==> config.mk <==
export PLATFORM = sky130hd
export DESIGN_NAME = qrs_front
export DESIGN_NICKNAME = d
export VERILOG_FILES = /design/src/qrs_pkg.sv /design/src/qrs_front.sv
export SDC_FILE = /design/constraint.sdc
export NUM_CORES = 2
export LEC_CHECK = 0
export BUFFER_PORTS_ARGS = -buffer_cell sky130_fd_sc_hd__buf_2
export CAP_MARGIN = 40
export CORE_MARGIN = 2
export CORE_UTILIZATION = 45
export DETAILED_ROUTE_END_ITERATION = 8
export HOLD_SLACK_MARGIN = 0.05
export SYNTH_ARGS = -nofsm -noshare
export SYNTH_HDL_FRONTEND = slang
export SYNTH_SLANG_ARGS = --single-unit
==> constraint.sdc <==
create_clock -name clk_i -period 19.95 [get_ports clk_i]
set_input_delay 5.985 -clock clk_i [delete_from_list [all_inputs] [get_ports clk_i]]
set_output_delay 5.985 -clock clk_i [all_outputs]
set_load 0.02 [all_outputs]
==> src/qrs_pkg.sv <==
// ----------------------------------------------------------------------------
// qrs_pkg: shared types and constants of the quadratic root solver
// Item formats, queue entry, job kind codes and the root clamp helper.
// ----------------------------------------------------------------------------
package qrs_pkg;

  localparam int FRAC_BITS_DEF = 16;
  localparam int COEF_W        = 32;
  localparam int PROD_W        = 2 * COEF_W;     // |x|*|y|
  localparam int DISC_W        = PROD_W + 2;     // b*b + 4|ac|
  localparam int ROOT_W        = DISC_W / 2;     // isqrt of the discriminant
  localparam int NUM_W         = ROOT_W + 1;     // |-b -/+ dq|
  localparam int DEN_W         = COEF_W + 1;     // |2a|
  localparam int QDEPTH        = 4;
  localparam int QPTR_W        = $clog2(QDEPTH);
  localparam int QCNT_W        = $clog2(QDEPTH + 1);

  typedef enum logic [1:0] {
    KIND_ROOTS  = 2'd0,
    KIND_ZERO_A = 2'd1,
    KIND_NEG_D  = 2'd2
  } kind_e;

  typedef struct packed {
    logic signed [COEF_W-1:0] coef_a;
    logic signed [COEF_W-1:0] coef_b;
    logic signed [COEF_W-1:0] coef_c;
  } in_item_t;

  typedef struct packed {
    logic                     has_roots;
    logic                     zero_leading;
    logic                     saturated;
    logic signed [COEF_W-1:0] lower_root;
    logic signed [COEF_W-1:0] upper_root;
  } out_item_t;

  // what the back end needs of a coefficient set
  typedef struct packed {
    kind_e                    kind;
    logic signed [COEF_W-1:0] a;
    logic signed [COEF_W-1:0] b;
  } meta_t;

  typedef struct packed {
    meta_t             meta;
    logic [DISC_W-1:0] disc;
  } job_t;

  typedef struct packed {
    logic                     sat;
    logic signed [COEF_W-1:0] val;
  } clamp_t;

  // sign-magnitude quotient to a clamped signed root
  function automatic clamp_t clamp_root(logic [COEF_W-1:0] quo, logic big, logic neg);
    clamp_t r;
    r.sat = 1'b0;
    r.val = COEF_W'(0);
    if (!neg) begin
      if (big || quo[COEF_W-1]) begin
        r.sat = 1'b1;
        r.val = {1'b0, {(COEF_W-1){1'b1}}};
      end else begin
        r.val = quo;
      end
    end else begin
      if (big || (quo > {1'b1, {(COEF_W-1){1'b0}}})) begin
        r.sat = 1'b1;
        r.val = {1'b1, {(COEF_W-1){1'b0}}};
      end else begin
        r.val = COEF_W'(0) - quo;
      end
    end
    return r;
  endfunction

endpackage

==> src/qrs_front.sv <==
// ----------------------------------------------------------------------------
// qrs_front: intake and classification
// Registers |b|^2 and |a*c|, then forms the discriminant and the job kind.
// ----------------------------------------------------------------------------
module qrs_front (
  input  logic               clk_i,
  input  logic               rst_ni,
  input  logic               in_valid_i,
  output logic               in_stall_o,
  input  qrs_pkg::in_item_t  in_item_i,
  output logic               push_o,
  output qrs_pkg::job_t      push_job_o,
  input  logic               full_i
);

  localparam int CW = qrs_pkg::COEF_W;
  localparam int PW = qrs_pkg::PROD_W;
  localparam int DW = qrs_pkg::DISC_W;

  logic                 s_vld_q, s_vld_d;
  logic signed [CW-1:0] s_a_q, s_b_q;
  logic [PW-1:0]        s_bb_q, s_ac_q;
  logic                 s_acneg_q, s_azero_q;
  logic                 take;
  logic [CW-1:0]        mag_a, mag_b, mag_c;
  logic [DW-1:0]        bb_w, ac4_w;

  assign in_stall_o = s_vld_q && full_i;
  assign take       = in_valid_i && !in_stall_o;
  assign push_o     = s_vld_q && !full_i;

  assign mag_a = in_item_i.coef_a[CW-1] ? CW'(0) - in_item_i.coef_a : in_item_i.coef_a;
  assign mag_b = in_item_i.coef_b[CW-1] ? CW'(0) - in_item_i.coef_b : in_item_i.coef_b;
  assign mag_c = in_item_i.coef_c[CW-1] ? CW'(0) - in_item_i.coef_c : in_item_i.coef_c;

  always_comb begin
    s_vld_d = s_vld_q;
    if (take) begin
      s_vld_d = 1'b1;
    end else if (push_o) begin
      s_vld_d = 1'b0;
    end
  end

  always_ff @(posedge clk_i or negedge rst_ni) begin
    if (!rst_ni) begin
      s_vld_q <= 1'b0;
    end else begin
      s_vld_q <= s_vld_d;
    end
  end

  always_ff @(posedge clk_i) begin
    if (take) begin
      s_a_q     <= in_item_i.coef_a;
      s_b_q     <= in_item_i.coef_b;
      s_bb_q    <= PW'(mag_b) * PW'(mag_b);
      s_ac_q    <= PW'(mag_a) * PW'(mag_c);
      s_acneg_q <= in_item_i.coef_a[CW-1] ^ in_item_i.coef_c[CW-1];
      s_azero_q <= (in_item_i.coef_a == CW'(0));
    end
  end

  assign bb_w  = DW'(s_bb_q);
  assign ac4_w = {s_ac_q, 2'b00};

  always_comb begin
    push_job_o.meta.a    = s_a_q;
    push_job_o.meta.b    = s_b_q;
    push_job_o.meta.kind = qrs_pkg::KIND_ROOTS;
    push_job_o.disc      = bb_w - ac4_w;
    if (s_azero_q) begin
      push_job_o.meta.kind = qrs_pkg::KIND_ZERO_A;
    end else if (s_acneg_q && (s_ac_q != PW'(0))) begin
      push_job_o.disc = bb_w + ac4_w;
    end else if (ac4_w > bb_w) begin
      push_job_o.meta.kind = qrs_pkg::KIND_NEG_D;
    end
  end

endmodule

==> results.sh <==
export IMPL_start_util_pct=45.33
export IMPL_routed_wl_mm=250.6
export IMPL_finalCriticalPeriod_ps=17130
export IMPL_cts_setup_buffers=0
export IMPL_drtPass1Iterations=6
export IMPL_synth_main_ff_cell="edfxtp_1"
export IMPL_fp_dieW_um=414.6
export IMPL_ys_warnings_count=0
export IMPL_clk_latency_ps=570
export IMPL_min_path_type="register to register"
export IMPL_cts_buffer_depth=2
export IMPL_crit_path_frequent_cell="fa_1"
export IMPL_min_path_cells=2
export IMPL_arrival_ps=17440
export IMPL_synth_edf_count=192
export IMPL_cp_slowest_cell="or4_1"
export IMPL_seq_area_frac_synth_pct=7.631
export IMPL_setup_viol=0
export IMPL_layout_nets=11093
export IMPL_max_slew_margin_pct=35.11
export IMPL_async_flop_share_pct=0.5181
export IMPL_ant_nets=0
export IMPL_grt_antenna_before_repair=5
export IMPL_max_freq_ghz=0.05837
export IMPL_area_growth_pct=7.360
export IMPL_crit_type="primary input to register"
export IMPL_grt_pass1_wl_mm=386.9
export IMPL_rsz0062_at_grt="false"
export IMPL_drc=0
export IMPL_hold_viol=0
export IMPL_maxCapViolations=0
export IMPL_syn_mean_instance_area_um2=8.942
export IMPL_tightest_slew_ps=964.5
export IMPL_slowest_delay_ps=580
export IMPL_port_buffers=232
export IMPL_fin_tns_setup_ps=0
export IMPL_crit_path_start_kind="primary input"
export IMPL_ctsRootBufferMaster="clkbuf_16"
export IMPL_cts_hold_buf=0
export IMPL_cts_tree="yes"
export IMPL_clock_skew_ps=27.95
export IMPL_layout_common_cells="2024 x inv_1, 1693 x fa_1, 923 x nor2_1"
export IMPL_drtIter0Drc=4798
export IMPL_timing_hold_worst_endpoint="s_vld_q"
export IMPL_cts_htree_levels=4
export IMPL_vias_per_cell=5.533
export IMPL_drive_gt1_share_pct=6.633
export IMPL_vias=60004
export IMPL_r2r_cells=6
export IMPL_grt_pass1_vias=64422
export IMPL_final_common_cell="inv_1"
export IMPL_slew_viol_final=0
export IMPL_dieArea_um2=171900
export IMPL_cts_made_buffers=17
export IMPL_cp_end_kind="register"
export IMPL_reg2reg_slack_ps=17560
export IMPL_min_delay_start="s_vld_q"
export IMPL_ios=234
export IMPL_ys_seq_elements=193
export IMPL_synthDistinctLibCells=86
export IMPL_overflow=0
export IMPL_post_synth_instance_area_um2=75880
export IMPL_gp_congestion=0.9678
export IMPL_core_um2=167400
export IMPL_fill_cells=16245
export IMPL_grtUsageTotal_pct=29.86
export IMPL_fp_row_count=150
export IMPL_numClockSinks=193
export IMPL_post_dp_hpwl_mm=209.6
export IMPL_ctsResizeCount=0
export IMPL_cp_max_fo=12
export IMPL_fin_crit_sh_pct=85.87
export IMPL_cts_clk_slew_worst_paths_ps=80
export IMPL_reg2reg_from="s_vld_q"
export IMPL_reg2reg_to="s_b_q[29]"
export IMPL_status="completed"
export IMPL_synthCells=8486
export IMPL_grt_max_degree=63
export IMPL_die_h_um=414.6
export IMPL_wl_per_cell_um=23.11
export IMPL_crit_required_ps=20250
Yosys cell counts, types with 13 or more instances:
cell type | instances | area, um^2
nand4_1 | 52 | 325.3
clkbuf_1 | 303 | 1137
a21oi_1 | 338 | 1692
o21bai_1 | 66 | 495.5
and3_1 | 27 | 168.9
a21o_1 | 86 | 645.6
and2_1 | 26 | 162.7
or4_1 | 14 | 105.1
nand2b_1 | 44 | 275.3
o211ai_1 | 24 | 180.2
edfxtp_1 | 192 | 5766
fa_1 | 1693 | 33890
ha_1 | 675 | 8446
o31a_1 | 17 | 148.9
nor3_1 | 50 | 250.2
nor2_2 | 19 | 118.9
nor4_1 | 47 | 294.0
nand2_1 | 874 | 3281
nand3_1 | 42 | 210.2
nor2_1 | 923 | 3465
or3_1 | 27 | 168.9
a31oi_1 | 38 | 237.7
xor2_1 | 122 | 1069
a211oi_1 | 23 | 172.7
nor2b_1 | 36 | 225.2
inv_1 | 2024 | 7597
o21a_1 | 29 | 217.7
o21ai_0 | 169 | 845.8
xnor2_1 | 236 | 2067
buf_2 | 15 | 75.07
a311oi_1 | 13 | 113.9
o31ai_1 | 58 | 435.4
critical path: cells and delay by family:
kind                     cells  cell delay [ps]
XOR/XNOR                     2              260
AND/OR/NAND/NOR              9             2880
adder cells (fa/ha/maj)      9             4430
AO/OA/AOI/OAI                8             2340
buffers and inverters       10             1510
per-layer routing:
layer | vias up | GRT usage (%) | routed length [um]
li1 | 26053 | - | -
met1 | 30883 | 39.20 | 99810
met3 | 535 | 5.966 | 21650
met5 | - | 0 | 0
met4 | 0 | 14.88 | 14670
met2 | 2533 | 47.22 | 114500
through the flow:
step                hold slack (ps)  util (%)  area (um^2)  std cells  worst slack, ps
floorplan                     739.4         -        75970       8509             4206
global placement              653.5     47.95        80270      10771             2075
finish                        692.9     48.66        81470      10845             2819
CTS                           695.8     48.66        81460      10842             3004
detailed placement            670.8     48.33        80900      10810             2433
global route                  746.1     48.66        81460      10842             2261
registers in the layout (all words and copies together), names as in the netlist:
| register | flops |
|---|---|
| s_ac_q | 64 |
| s_bb_q | 62 |
| s_a_q | 32 |
| s_b_q | 32 |
| s_acneg_q | 1 |
| s_azero_q | 1 |
| s_vld_q | 1 |
kinds of logic after synthesis:
kind of cell    share of synthesized area, %
other cells                         0.009897
compound gates                         8.094
buf+inv                                11.79
simple gates                           12.41
xor+xnor                               4.196
flops                                  7.631
mux                                  0.06596
fa+ha+maj                              55.81
cell type report:
class                   count  area (um^2)  area share (%)
clock inverters            13        125.1          0.1536
repair buffers            433         3014           3.700
diodes                      3        7.507        0.009215
clock buffers              19        432.9          0.5314
flip-flops and latches    193         5791           7.108
inverters                2034         7635           9.371
well taps                2204         2758           3.385
multi-input cells        5946        61710           75.74
worst max-delay path by stage:
stage,start,depth (start not counted),slack [ps],endpoint
floorplan,in_item_i[42],36,4210,s_bb_q[62]
global placement,in_item_i[43],36,2080,s_bb_q[62]
detailed placement,in_item_i[43],38,2430,s_bb_q[62]
CTS,in_item_i[43],38,3000,s_bb_q[62]
global route,in_item_i[43],38,2260,s_bb_q[62]
finish,in_item_i[43],38,2820,s_bb_q[62]
Power is left out: the tool's default activity adds up to more than one toggle a clock period on the data nets, which glitch-free logic cannot reach.
