File: src/qrs_pkg.sv
// ----------------------------------------------------------------------------
// qrs_pkg: shared types and constants of the quadratic root solver
// Item formats, queue entry, job kind codes and the root clamp helper.
// ----------------------------------------------------------------------------
package qrs_pkg;

  localparam int FRAC_BITS_DEF = 16;
  localparam int COEF_W        = 32;
  localparam int PROD_W        = 2 * COEF_W;     // |x|*|y|
  localparam int DISC_W        = PROD_W + 2;     // b*b + 4|ac|
  localparam int ROOT_W        = DISC_W / 2;     // isqrt of the discriminant
  localparam int NUM_W         = ROOT_W + 1;     // |-b -/+ dq|
  localparam int DEN_W         = COEF_W + 1;     // |2a|
  localparam int QDEPTH        = 4;
  localparam int QPTR_W        = $clog2(QDEPTH);
  localparam int QCNT_W        = $clog2(QDEPTH + 1);

  typedef enum logic [1:0] {
    KIND_ROOTS  = 2'd0,
    KIND_ZERO_A = 2'd1,
    KIND_NEG_D  = 2'd2
  } kind_e;

  typedef struct packed {
    logic signed [COEF_W-1:0] coef_a;
    logic signed [COEF_W-1:0] coef_b;
    logic signed [COEF_W-1:0] coef_c;
  } in_item_t;

  typedef struct packed {
    logic                     has_roots;
    logic                     zero_leading;
    logic                     saturated;
    logic signed [COEF_W-1:0] lower_root;
    logic signed [COEF_W-1:0] upper_root;
  } out_item_t;

  // what the back end needs of a coefficient set
  typedef struct packed {
    kind_e                    kind;
    logic signed [COEF_W-1:0] a;
    logic signed [COEF_W-1:0] b;
  } meta_t;

  typedef struct packed {
    meta_t             meta;
    logic [DISC_W-1:0] disc;
  } job_t;

  typedef struct packed {
    logic                     sat;
    logic signed [COEF_W-1:0] val;
  } clamp_t;

  // sign-magnitude quotient to a clamped signed root
  function automatic clamp_t clamp_root(logic [COEF_W-1:0] quo, logic big, logic neg);
    clamp_t r;
    r.sat = 1'b0;
    r.val = COEF_W'(0);
    if (!neg) begin
      if (big || quo[COEF_W-1]) begin
        r.sat = 1'b1;
        r.val = {1'b0, {(COEF_W-1){1'b1}}};
      end else begin
        r.val = quo;
      end
    end else begin
      if (big || (quo > {1'b1, {(COEF_W-1){1'b0}}})) begin
        r.sat = 1'b1;
        r.val = {1'b1, {(COEF_W-1){1'b0}}};
      end else begin
        r.val = COEF_W'(0) - quo;
      end
    end
    return r;
  endfunction

endpackage

File: src/qrs_fifo.sv
// ----------------------------------------------------------------------------
// qrs_fifo: job queue
// Short queue that decouples intake from the root pipeline.
// ----------------------------------------------------------------------------
module qrs_fifo (
  input  logic          clk_i,
  input  logic          rst_ni,
  input  logic          push_i,
  input  qrs_pkg::job_t push_job_i,
  input  logic          pop_i,
  output qrs_pkg::job_t head_o,
  output logic          empty_o,
  output logic          full_o
);

  localparam int PTRW = qrs_pkg::QPTR_W;
  localparam int CNTW = qrs_pkg::QCNT_W;

  qrs_pkg::job_t   mem_q [qrs_pkg::QDEPTH];
  logic [PTRW-1:0] wr_q, wr_d, rd_q, rd_d;
  logic [CNTW-1:0] cnt_q, cnt_d;

  assign empty_o = (cnt_q == CNTW'(0));
  assign full_o  = (cnt_q == CNTW'(qrs_pkg::QDEPTH));
  assign head_o  = mem_q[rd_q];

  always_comb begin
    wr_d  = push_i ? wr_q + PTRW'(1) : wr_q;
    rd_d  = pop_i ? rd_q + PTRW'(1) : rd_q;
    cnt_d = cnt_q;
    if (push_i && !pop_i) begin
      cnt_d = cnt_q + CNTW'(1);
    end else if (!push_i && pop_i) begin
      cnt_d = cnt_q - CNTW'(1);
    end
  end

  always_ff @(posedge clk_i or negedge rst_ni) begin
    if (!rst_ni) begin
      wr_q  <= '0;
      rd_q  <= '0;
      cnt_q <= '0;
    end else begin
      wr_q  <= wr_d;
      rd_q  <= rd_d;
      cnt_q <= cnt_d;
    end
  end

  always_ff @(posedge clk_i) begin
    if (push_i) begin
      mem_q[wr_q] <= push_job_i;
    end
  end

`ifndef SYNTHESIS
  a_no_overflow: assert property (@(posedge clk_i) disable iff (!rst_ni)
    push_i && !pop_i |-> cnt_q < CNTW'(qrs_pkg::QDEPTH))
    else $error("queue push while full");
  a_no_underflow: assert property (@(posedge clk_i) disable iff (!rst_ni)
    pop_i |-> cnt_q != CNTW'(0))
    else $error("queue pop while empty");
`endif

endmodule

File: config.mk
export PLATFORM = sky130hd
export DESIGN_NAME = qrs_fifo
export DESIGN_NICKNAME = d
export VERILOG_FILES = /design/src/qrs_pkg.sv /design/src/qrs_fifo.sv
export SDC_FILE = /design/constraint.sdc
export NUM_CORES = 1
export LEC_CHECK = 0
export ABC_AREA = 1
export BUFFER_PORTS_ARGS = -buffer_cell sky130_fd_sc_hd__buf_2
export CORE_ASPECT_RATIO = 0.6
export CORE_MARGIN = 1.5
export CORE_UTILIZATION = 47
export CTS_CLUSTER_DIAMETER = 30
export DETAILED_ROUTE_END_ITERATION = 7
export GPL_TIMING_DRIVEN = 0
export PLACE_DENSITY = 0.67
export SYNTH_ARGS = -nofsm -noshare
export SYNTH_HDL_FRONTEND = slang
export SYNTH_SLANG_ARGS = --single-unit
File: constraint.sdc
create_clock -name clk_i -period 7.4 [get_ports clk_i]
set_clock_uncertainty 0.1 [all_clocks]
set_input_delay 0 -clock clk_i [delete_from_list [all_inputs] [get_ports clk_i]]
set_output_delay 0 -clock clk_i [all_outputs]
set_load 0.02 [all_outputs]
==> Flow_metrics.wiki, run 1 <==
{| class="wikitable"
! Metric !! Value
|-
| Status || finished, final reports clean
|-
| Post-cts sizing count || 0
|-
| CTS clock-pin slew for the worst setup and hold paths || 50 ps
|-
| Area of the die || about 0.047 sq mm
|-
| VDD IR max || between 0.2 and 0.3 mV
|-
| Class of the worst hold path || input pin to register
|-
| Power per standard cell area || between 400 and 500 mW/mm^2
|-
| Area of the core region || about 0.045 sq mm
|-
| Crit. End Element || output pin
|-
| Top library cells by usage in the layout, fill and taps aside || 528 x sky130_fd_sc_hd__edfxtp_1, 409 x sky130_fd_sc_hd__nand2_1, 278 x sky130_fd_sc_hd__buf_2
|-
| Synthesized flop and latch total || approximately 540
|-
| Worst Path Max Fanout || 10
|-
| Number of buffers on the longest clock path || 3
|-
| Slew at the pin closest to its max-slew limit || a little under 700 ps
|-
| Placement Rows || 60
|-
| Avg Cell Area, Syn || 13.6 sq um
|-
| Global Route met1 Usage || 31.0%
|-
| Initial antenna violation count || 2
|-
| Fin. Hold Viols || 0
|-
| Unrepaired setup endpoints after global routing || false
|-
| Num CTS Buffers || slightly above 80
|-
| Synthesized cell area || 0.0216 sq mm
|-
| Clock insertion delay at the later pin of the skew report || 590 ps
|-
| Drt total wl || 52400 um
|-
| Relative max-transition margin || 55.0%
|-
| Half-perimeter wire length of the detailed placement result || 31000 um
|-
| Final setup violation count || 0
|-
| Data arrival time of the critical path || roughly 2200 ps
|-
| Worst Setup Path Type || register to output pin
|-
| Global-route usage over all layers || roughly 22%
|-
| Required time of the worst setup path || approximately 7300 ps
|-
| Die span in y || between 150 and 200 um
|-
| Final cell utilization of the core || between 60% and 70%
|-
| Synthesis-to-finish area growth || 29.8%
|-
| Largest net degree at the start of global routing || 83
|-
| Die span in x || between 200 and 300 um
|-
| Via count of the first global-routing pass || about 14000
|-
| TritonCTS clock tree || built
|-
| Number of routed nets with antenna violations || 0
|-
| Global-route wire length before repair || between 80000 and 90000 um
|-
| Largest area contributor in the synthesized netlist || sky130_fd_sc_hd__edfxtp_1
|-
| Most common library cell in the layout ignoring fill and taps || sky130_fd_sc_hd__edfxtp_1
|-
| Top area cells in the synthesized netlist || sky130_fd_sc_hd__edfxtp_1 73%, sky130_fd_sc_hd__o211ai_1 9.2%, sky130_fd_sc_hd__nand2_1 7.1%
|-
| Post-synthesis cell count || ~1600
|-
| Number of nets in the finished design || between 2000 and 2500
|-
| Max-slew violation count || 0
|-
| Yosys warns || 0
|-
| Iteration count of the initial detailed-routing pass || 5
|-
| Vias/cell || around 5
|-
| Number of violations reported at the end of detailed-routing iteration 0 || around 1100
|-
| Sink Count || 535
|-
| GRT overflow || 0
|-
| Buffers inserted during post-CTS setup optimization || 0
|-
| CP Launch Type || register
|-
| Min Tclk post-route || between 2000 and 2500 ps
|-
| Max Freq || ~440 MHz
|-
| Number of max-cap violations || 0
|-
| LEAKAGE || around 0.011 uW
|-
| Routing layer with the top usage in global route || met2
|-
| Setup TNS Final || 0 ps
|-
| Hold buffer count at cts || roughly 140
|-
| H-tree lvl count || 3
|-
| Count of input and output buffers || approximately 270
|-
| Root Driver || sky130_fd_sc_hd__clkbuf_16
|-
| Routed vias || 13900
|-
| Final routed DRC violation total || 0
|-
| Post-synth net total || roughly 1700
|-
| Post-synth top area share || 73.4%
|-
| Number of unique standard cell types used by synthesis || 19
|-
| Starting Density || between 40% and 50%
|-
| Routed len/inst || between 15 and 20 um
|-
| Global Route met3 Usage || under 10%
|-
| Global routing usage on met2 || 35.4%
|-
| Final critical-path share of the clock period || between 30% and 40%
|-
| Number of primary I/O pins || 270
|-
| Final GP Congestion || ~0.76
|-
| Layout cell share with drive strength beyond 1 || a little under a quarter
|-
| Sequential cell area fraction in the yosys report || ~74%
|}
## synthesized netlist by cell type, drive strengths merged
master,n
clkbuf,8
o21ai,1
nand3,1
dfrtp,7
xor2,3
xnor2,1
inv,276
buf,81
ha,5
nor3,2
o211ai,264
fa,1
nand2,409
edfxtp,528
nand4,1
## power by group
| part | internal, uW | switching, uW | total, uW |
|---|---|---|---|
| sequential | 3960 | 125 | 4090 |
| combinational | 1450 | 3050 | 4500 |
| clock | 2470 | 1460 | 3930 |
## kinds of logic after synthesis
logic type      synth area share, %
simple gates                   7.21
buf+inv                        8.78
fa+ha+maj                     0.383
compound gates                 9.20
flops                          74.3
xor+xnor                      0.162
## layout make-up
class / count / area (sq um)
fillers: 3328 / 17000
flip-flops and latches: 535 / 16000
multi-input cells: 688 / 3660
repair buffers: 409 / 2820
clock buffers: 88 / 2120
inverters: 276 / 1070
plain buffers: 89 / 857
well taps: 589 / 737
clock inverters: 64 / 731
diodes: 2 / 5.00
## state kept, by name (all words and copies together) (netlist names)
register	flops
mem_q	528
cnt_q	3
rd_q	2
wr_q	2
## metrics by stage
stage,instances,power [uW],hold WS (ps),instance area [sq um],setup slack (ps)
final,2740,12500,59.3,28000,5120
after global routing,2740,13100,32.3,28000,5000
after CTS,2738,12600,15.4,28000,5110
after detailed placement,2450,8610,-247,23800,5150
after global placement,2446,8650,-255,23700,1370
after floorplan,1588,7020,-396,21600,3590
## worst paths after layout
check,start,endpoint,slack [ps],depth (start not counted)
worst max-delay path,rd_q[1]$_DFFE_PN0P_,head_o[91],5120,7
worst min-delay path,push_job_i[96],mem_q[2][96]$_DFFE_PP_,60,2
worst max register to register,wr_q[0]$_DFFE_PN0P_,mem_q[2][89]$_DFFE_PP_,5150,5
worst min register to register,wr_q[0]$_DFFE_PN0P_,wr_q[0]$_DFFE_PN0P_,430,1
max in group asynchronous,rst_ni,cnt_q[1]$_DFFE_PN0P_,6620,3
min in group asynchronous,rst_ni,cnt_q[0]$_DFFE_PN0P_,300,3
## routing by layer
metal,vias to the layer above,part of all wire [%]
li1,6587,-
met1,6765,44
met2,475,47
met3,104,6.2
met4,0,3.0
met5,-,0
## critical path, cell delays in order, from the launching register on
cell                       delay [ps]
sky130_fd_sc_hd__dfrtp_1          360
sky130_fd_sc_hd__buf_4            180
sky130_fd_sc_hd__inv_4            140
sky130_fd_sc_hd__buf_6            260
sky130_fd_sc_hd__buf_6            190
sky130_fd_sc_hd__o211ai_1         110
sky130_fd_sc_hd__nand2_1          140
sky130_fd_sc_hd__buf_2            190
Note: power is estimated with default switching activity, not from simulation.
==> run 2, diff against run 1 <==
- ABC_AREA: 1 -> 0
- clock period: 7.4 -> 2.2 ns (I/O delays scaled with it)
==> Flow_metrics.wiki, run 2 <==
{| class="wikitable"
! Metric !! Value
|-
| Leading registers by flop count || mem_q x528, cnt_q x3
|-
| Post-synth net total || 866 (-50%)
|-
| Synthesized cell area || 0.0194 sq mm (-10%)
|-
| GRT overflow || 0 (unchanged)
|-
| Placement Rows || 57 (-5.0%)
|-
| Final critical-path share of the clock period || 103%
|-
| Final cell utilization of the core || 65.0% (+2.8 points)
|-
| Starting Density || 47.8% (-0.082 points)
|-
| Crit. End Element || output pin
|-
| LEAKAGE || 0.00928 uW (-19%)
|-
| Hold path cells || 2 (unchanged)
|-
| Most common library cell in the layout ignoring fill and taps || sky130_fd_sc_hd__edfxtp_1
|-
| Final GP Congestion || 0.714 (-6.2%)
|-
| Most used flip-flop cell after synthesis || sky130_fd_sc_hd__edfxtp_1
|-
| Worst Path Max Fanout || 4 (-6)
|-
| Drt total wl || 40500 um (-23%)
|-
| Die span in y || 160 um (-5.1%)
|-
| Number of buffers on the longest clock path || 3 (unchanged)
|-
| Largest net degree at the start of global routing || 56 (-33%)
|-
| Num CTS Buffers || 72 (-11%)
|-
| Status || complete, but fails checks
|-
| Slew at the pin closest to its max-slew limit || 662 ps (-12.0 ps)
|-
| Largest area contributor in the synthesized netlist || sky130_fd_sc_hd__edfxtp_1
|-
| Global-route usage over all layers || 19.5% (-2.9 points)
|-
| Number of cells traversed by the worst register-to-register path || 3 (-2)
|-
| Synth Area in Adders || 0.425% (+0.043 points)
|-
| Post-synth top area share || 81.7% (+8.2 points)
|-
| Final setup violation count || 111 (+111)
|-
| Unrepaired setup endpoints after global routing || true
|-
| Avg Cell Area, Syn || 26.8 sq um (+97%)
|-
| Class of the worst hold path || input pin to register
|-
| Number of nets in the finished design || 1373 (-38%)
|-
| Number of violations reported at the end of detailed-routing iteration 0 || 816 (-25%)
|-
| Multiplexer area fraction after synthesis || 15.4% (+15 points)
|-
| Number of primary I/O pins || 270 (unchanged)
|-
| Worst Setup Path Type || register to output pin
|-
| Hold Slack || 71.2 ps (+12.0 ps)
|-
| XOR/XNOR Fraction of Synth Area || 0.271% (+0.11 points)
|-
| Power per standard cell area || 1450 mW/mm^2 (+220%)
|-
| Yosys warns || 0 (unchanged)
|-
| CTS clock-pin slew for the worst setup and hold paths || 60 ps (about the same)
|-
| VDD IR max || 0.999 mV (+280%)
|-
| Sequential cell area fraction in the yosys report || 82.6% (+8.3 points)
|-
| Synth Area in Compound Gates || 0.0258% (-9.2 points)
|-
| Initial antenna violation count || 0 (-2)
|-
| Iteration count of the initial detailed-routing pass || 4 (-1)
|-
| Worst Setup Slack, final || -75.0 ps (-5200 ps)
|-
| Max Freq || ~440 MHz
|-
| Wire length on met3 || 2500 um (-23%)
|-
| H-tree lvl count || 3 (unchanged)
|-
| DR WL met2 || 19800 um (-20%)
|-
| Synthesis-to-finish area growth || 35.9%
|-
| Min Tclk post-route || around 2300 ps
|-
| Global-route wire length before repair || 61600 um (-23%)
|-
| Most frequent cell after synthesis || sky130_fd_sc_hd__edfxtp_1
|-
| Number of unique standard cell types used by synthesis || 19 (unchanged)
|-
| Number of flip-flops under the largest register name || 528 (unchanged)
|-
| Sink Count || 535 (unchanged)
|-
| Half-perimeter wire length of the detailed placement result || 22600 um (-27%)
|-
| Vias/cell || 5.25 (+3.2%)
|-
| Count of input and output buffers || 269 (unchanged)
|-
| Area of the die || 0.0426 sq mm (-9.9%)
|-
| Share of flip-flops with an asynchronous set or reset || 1.31% (unchanged)
|-
| Most flops, register || mem_q
|-
| Top area cells in the synthesized netlist || sky130_fd_sc_hd__edfxtp_1 82%, sky130_fd_sc_hd__mux4_2 15%, sky130_fd_sc_hd__dfrtp_1 0.90%
|-
| Number of routed nets with antenna violations || 0 (unchanged)
|-
| Met1 routed wirelength after detailed routing || 17500 um (-23%)
|-
| Violated checks || setup timing
|-
| Cell types with the highest counts after synthesis || 528 x sky130_fd_sc_hd__edfxtp_1, 132 x sky130_fd_sc_hd__mux4_2, 16 x sky130_fd_sc_hd__buf_2
|-
| Required time of the worst setup path || 2100 ps (-5200 ps)
|-
| CP Launch Type || register
|-
| Routed vias || 9552 (-31%)
|-
| Final antenna diode count || 0 (-2)
|-
| Top library cells by usage in the layout, fill and taps aside || 528 x sky130_fd_sc_hd__edfxtp_1, 193 x sky130_fd_sc_hd__buf_2, 136 x sky130_fd_sc_hd__dlygate4sd3_1
|-
| Synth Area in Simple Gates || 0.251% (-7.0 points)
|-
| Data arrival time of the critical path || 2180 ps (about the same)
|-
| Final routed DRC violation total || 0 (unchanged)
|-
| Relative max-transition margin || 55.8% (+0.80 points)
|-
| Number of max-cap violations || 0 (unchanged)
|-
| Post-synthesis cell count || 724 (-54%)
|-
| Routed len/inst || 22.3 um (+16%)
|-
| Die span in x || 265 um (-5.1%)
|-
| Worst slack at placement || -198 ps (-5350 ps)
|-
| Fin. Hold Viols || 0 (unchanged)
|-
| Area of the core region || 0.0406 sq mm (-9.9%)
|-
| Synthesized flop and latch total || 535 (unchanged)
|-
| Via count of the first global-routing pass || 10300 (-27%)
|-
| Root Driver || sky130_fd_sc_hd__clkbuf_16
|-
| TritonCTS clock tree || built
|-
| Layout cell share with drive strength beyond 1 || 45.1% (+22 points)
|-
| Post-synth EDFFs || 528 (unchanged)
|-
| Clock insertion delay at the later pin of the skew report || 560 ps (-30 ps)
|-
| Main combinational cell family by area after synthesis || multiplexers
|-
| Max layer used || met4
|-
| Max-slew violation count || 0 (unchanged)
|}
[run 2: changes by cell type after synthesis, moves of 2 or more]
cell	delta
sky130_fd_sc_hd__buf_6	-51
sky130_fd_sc_hd__buf_4	-12
sky130_fd_sc_hd__o211ai_1	-264
sky130_fd_sc_hd__nand2_1	-407
sky130_fd_sc_hd__mux4_2	+132
sky130_fd_sc_hd__inv_1	-271
sky130_fd_sc_hd__buf_2	+7
sky130_fd_sc_hd__and2_1	+4
sky130_fd_sc_hd__clkbuf_8	-2
[run 2: power breakdown]
group	switching, uW	internal (uW)
Combinational	6860	6290
Sequential	406	13300
Clock	4410	6990
Total	11700	26600
[run 2: layout make-up]
cell class / count / area [sq um]
plain buffers: 30 / 402
clock buffers: 82 / 1880
clock inverters: 50 / 526
fillers: 2627 / 14200
inverters: 4 / 15.0
multi-input cells: 159 / 3210
flip-flops and latches: 535 / 16000
well taps: 531 / 664
repair buffers: 429 / 3660
[run 2: path summary, 6_finish.rpt]
kind                                 startpoint                endpoint  slack [ps]
max in group asynchronous                rst_ni     wr_q[1]$_DFFE_PN0P_        1440
setup / recovery            rd_q[0]$_DFFE_PN0P_             head_o[116]         -80
hold reg to reg            cnt_q[2]$_DFFE_PN0P_    cnt_q[2]$_DFFE_PN0P_         420
hold / removal                   push_job_i[95]  mem_q[2][95]$_DFFE_PP_          70
min in group asynchronous                rst_ni    cnt_q[2]$_DFFE_PN0P_         310
setup reg to reg            wr_q[0]$_DFFE_PN0P_  mem_q[3][17]$_DFFE_PP_         110
[run 2: metal layers]
| metal | global-route usage, % | up-vias |
|---|---|---|
| li1 | - | 4195 |
| met5 | 0 | - |
| met3 | 5.55 | 69 |
| met2 | 30.9 | 296 |
| met1 | 26.9 | 4992 |
| met4 | 5.22 | 0 |
[run 2: per-stage QoR]
step | instances | area (sq um) | setup TNS, ps | total power [uW]
2_1_floorplan | 724 | 19400 | 0 | 20900
3_3_place_gp | 1524 | 21400 | -316060 | 24400
3_5_place_dp | 1532 | 21700 | -14190 | 24600
4_1_cts | 1815 | 26100 | -6850 | 37900
5_1_grt | 1820 | 26400 | -11740 | 39900
6_report | 1820 | 26400 | -3080 | 38300
[run 2: logic make-up after synthesis]
kind of cell,after synthesis
and+or+nand+nor,9
DFF,535
adders and majority gates,6
AOI/OAI and AO/OA,1
muxes,133
xor gates and xnor gates,6
buffers and inverters,34
[run 2: what timing repair did]
item                       in CTS  in global routing
buffers inserted                9                  3
gates resized for setup       148                 70
hold buffers                  136                  0
setup endpoints to repair     227                180
gates cloned                    7                  3
hold endpoints to repair      551                  0
pin swaps                       1                  0
[run 2: critical path: stages (launching register included)]
cell                      delay (ps)
sky130_fd_sc_hd__dfrtp_1         380
sky130_fd_sc_hd__buf_6           170
sky130_fd_sc_hd__buf_16          150
sky130_fd_sc_hd__buf_12          130
sky130_fd_sc_hd__buf_8           120
sky130_fd_sc_hd__mux4_2          510
sky130_fd_sc_hd__buf_6           160
==> run 3, diff against run 2 <==
- BUFFER_PORTS_ARGS: -buffer_cell sky130_fd_sc_hd__buf_2 -> -buffer_cell sky130_fd_sc_hd__buf_4
==> Flow_metrics.wiki, run 3 (synthesis results as in run 2) <==
{| class="wikitable"
! Metric !! Value
|-
| Die span in y || 160 um (unchanged)
|-
| Final Total Pwr || 39100 uW (+2.3%)
|-
| Initial antenna violation count || 0 (unchanged)
|-
| Final setup violation count || 67 (-40%)
|-
| Most common library cell in the layout ignoring fill and taps || sky130_fd_sc_hd__edfxtp_1
|-
| Fraction of power spent switching nets || 30.5% (-0.034 points)
|-
| Max Freq || 442 MHz (+0.62%)
|-
| Class of the worst hold path || input pin to register
|-
| Layout cell share with drive strength beyond 1 || 45.2% (+0.14 points)
|-
| Global-route usage over all layers || 18.9% (-0.56 points)
|-
| Number of cells traversed by the worst register-to-register path || 3 (unchanged)
|-
| Status || complete, but fails checks
|-
| Via count of the first global-routing pass || 10200 (-0.71%)
|-
| Worst Setup Path Type || register to output pin
|-
| Final routed DRC violation total || 0 (unchanged)
|-
| Sink Count || 535 (unchanged)
|-
| Synthesis-to-finish area growth || 38.4%
|-
| Iteration count of the initial detailed-routing pass || 5 (+1)
|-
| Fillers || 2592 (-1.3%)
|-
| Worst Setup Slack, final || -61.0 ps (+14.0 ps)
|-
| Number of routed nets with antenna violations || 0 (unchanged)
|-
| GRT overflow || 0 (unchanged)
|-
| Half-perimeter wire length of the detailed placement result || 22800 um (+0.85%)
|-
| Drt total wl || 39400 um (-2.8%)
|-
| Relative max-transition margin || 56.4% (+0.52 points)
|-
| Worst r2r src || wr_q[0]$_DFFE_PN0P_
|-
| Int Pwr || 27200 uW (+2.3%)
|-
| Top library cells by usage in the layout, fill and taps aside || 528 x sky130_fd_sc_hd__edfxtp_1, 203 x sky130_fd_sc_hd__buf_4, 136 x sky130_fd_sc_hd__dlygate4sd3_1
|-
| Leading registers by flop count || mem_q x528, cnt_q x3
|-
| Placement Rows || 57 (unchanged)
|-
| Vias/cell || 5.17 (-1.5%)
|-
| Global-route wire length before repair || 60300 um (-2.2%)
|-
| Min Tclk post-route || 2260 ps (-14.0 ps)
|-
| Number of max-cap violations || 0 (unchanged)
|-
| Crit. End Element || output pin
|-
| Final GP Congestion || 0.729 (+2.1%)
|-
| Timing startpoint of the critical path || rd_q[0]$_DFFE_PN0P_
|-
| Chain of cells forming the critical path || buf_12, buf_12, buf_12, mux4_2, buf_6
|-
| Final cell utilization of the core || 66.2% (+1.2 points)
|-
| Power per standard cell area || 1460 mW/mm^2 (+0.43%)
|-
| Number of primary I/O pins || 270 (unchanged)
|-
| Slew at the pin closest to its max-slew limit || 655 ps (-7.82 ps)
|-
| Largest incremental delay on the critical path || 550 ps (+40 ps)
|-
| Root Driver || sky130_fd_sc_hd__clkbuf_16
|-
| Number of flip-flops under the largest register name || 528 (unchanged)
|-
| Share of power burned in the clock network || 31.6% (+1.8 points)
|-
| Starting Density || 47.8% (unchanged)
|-
| Unrepaired setup endpoints after global routing || true
|-
| Hold path cells || 2 (unchanged)
|-
| CP Launch Type || register
|-
| Clock insertion delay at the later pin of the skew report || 580 ps (+20 ps)
|-
| VDD IR max || 1.06 mV (+5.7%)
|-
| Count of buffer and inverter cells on the critical path || 4 (-1)
|-
| Fin. Hold Viols || 0 (unchanged)
|-
| Routed len/inst || 21.7 um (-2.5%)
|-
| Data arrival time of the critical path || 2160 ps (-20 ps)
|-
| Violated checks || setup timing
|-
| Required time of the worst setup path || 2100 ps (about the same)
|-
| Die span in x || 265 um (unchanged)
|-
| Crit-path most repeated cell || sky130_fd_sc_hd__buf_12
|-
| Num CTS Buffers || 76 (+5.6%)
|-
| Slowest cell on the critical path || sky130_fd_sc_hd__mux4_2
|-
| Largest delay contributor family on the critical path || buffers and inverters
|-
| LEAKAGE || 0.00946 uW (+2.0%)
|-
| Non-Filler Cell Area, Final || 0.0269 sq mm (+1.8%)
|-
| Start point of the worst min-delay path || push_job_i[108]
|-
| Area of the die || 0.0426 sq mm (unchanged)
|-
| Area of the core region || 0.0406 sq mm (unchanged)
|-
| Most flops, register || mem_q
|-
| Number of nets in the finished design || 1365 (-0.58%)
|-
| Switching power of the nets || 11900 uW (+2.2%)
|-
| Final antenna diode count || 0 (unchanged)
|-
| Largest net degree at the start of global routing || 94 (+68%)
|-
| Total stage count of the critical path || 5 (-1)
|-
| Sequential fraction of design power || 35.0% (-0.9 points)
|-
| Cell area after placement || 0.0223 sq mm (+3.1%)
|-
| Combinational group share of total power || 33.4% (-1.0 points)
|-
| Routed vias || 9392 (-1.7%)
|-
| Final critical-path share of the clock period || 103% (-0.64 points)
|-
| TritonCTS clock tree || built
|-
| Max-slew violation count || 0 (unchanged)
|-
| Worst Path Max Fanout || 10 (+6)
|-
| CTS clock-pin slew for the worst setup and hold paths || 70 ps (about the same)
|-
| Number of buffers on the longest clock path || 3 (unchanged)
|-
| Number of violations reported at the end of detailed-routing iteration 0 || 632 (-23%)
|-
| Count of input and output buffers || 269 (unchanged)
|-
| H-tree lvl count || 3 (unchanged)
|}
-- run 3: per-layer routing --
layer	vias to the layer above	share of wire (%)	GRT usage, %
li1	4179	-	-
met5	-	0	0
met2	250	49	29.9
met3	59	6.3	5.49
met4	0	1.7	5.09
met1	4904	43	26.1
-- run 3: stage by stage --
| step | setup TNS, ps | hold WS [ps] | setup WS (ps) | cells |
|---|---|---|---|---|
| after global routing | -12350 | 15.9 | -155 | 1816 |
| after detailed placement | -4900 | -282 | -104 | 1532 |
| after global placement | -314280 | -283 | -655 | 1524 |
| after CTS | -11260 | 2.91 | -168 | 1810 |
| final | -1180 | 53.1 | -61.0 | 1816 |
| after floorplan | 0 | -396 | 104 | 724 |
-- run 3: power by group through the flow --
| stage | logic, uW | clock network [uW] | registers [uW] |
|---|---|---|---|
| 3_3_place_gp | 11500 | 0 | 14000 |
| 4_1_cts | 12800 | 12600 | 13700 |
| 6_report | 13100 | 12400 | 13700 |
| 5_1_grt | 13800 | 13100 | 13900 |
| 3_5_place_dp | 11800 | 0 | 13900 |
| 2_1_floorplan | 7120 | 0 | 13800 |
-- run 3: layout make-up --
class / count / area, sq um / share of cell area (%)
Clock inverter: 59 / 742 / 2.76
Multi-Input combinational cell: 157 / 3200 / 11.9
Buffer: 30 / 354 / 1.32
Tap cell: 531 / 664 / 2.47
Inverter: 4 / 15.0 / 0.0559
Sequential cell: 535 / 16000 / 59.6
Clock buffer: 81 / 1920 / 7.15
Timing Repair Buffer: 419 / 3950 / 14.7
-- run 3: path summary, 6_finish.rpt --
kind                                           end  slack [ps]
max                                     head_o[71]         -60
min                        mem_q[3][108]$_DFFE_PP_          50
max reg2reg                 mem_q[3][49]$_DFFE_PP_         120
min reg2reg                   cnt_q[2]$_DFFE_PN0P_         400
max in group asynchronous     cnt_q[0]$_DFFE_PN0P_        1450
min in group asynchronous      rd_q[0]$_DFFE_PN0P_         310
-- run 3: repair_timing --
| action | in CTS | in global routing |
|---|---|---|
| endpoints found under the hold margin | 561 | 0 |
| gates resized for setup | 90 | 39 |
| buffers inserted | 1 | 5 |
| hold buffers | 136 | 0 |
| cloned | 2 | 1 |
| setup endpoints to repair | 183 | 129 |
| pin swaps | 1 | 0 |
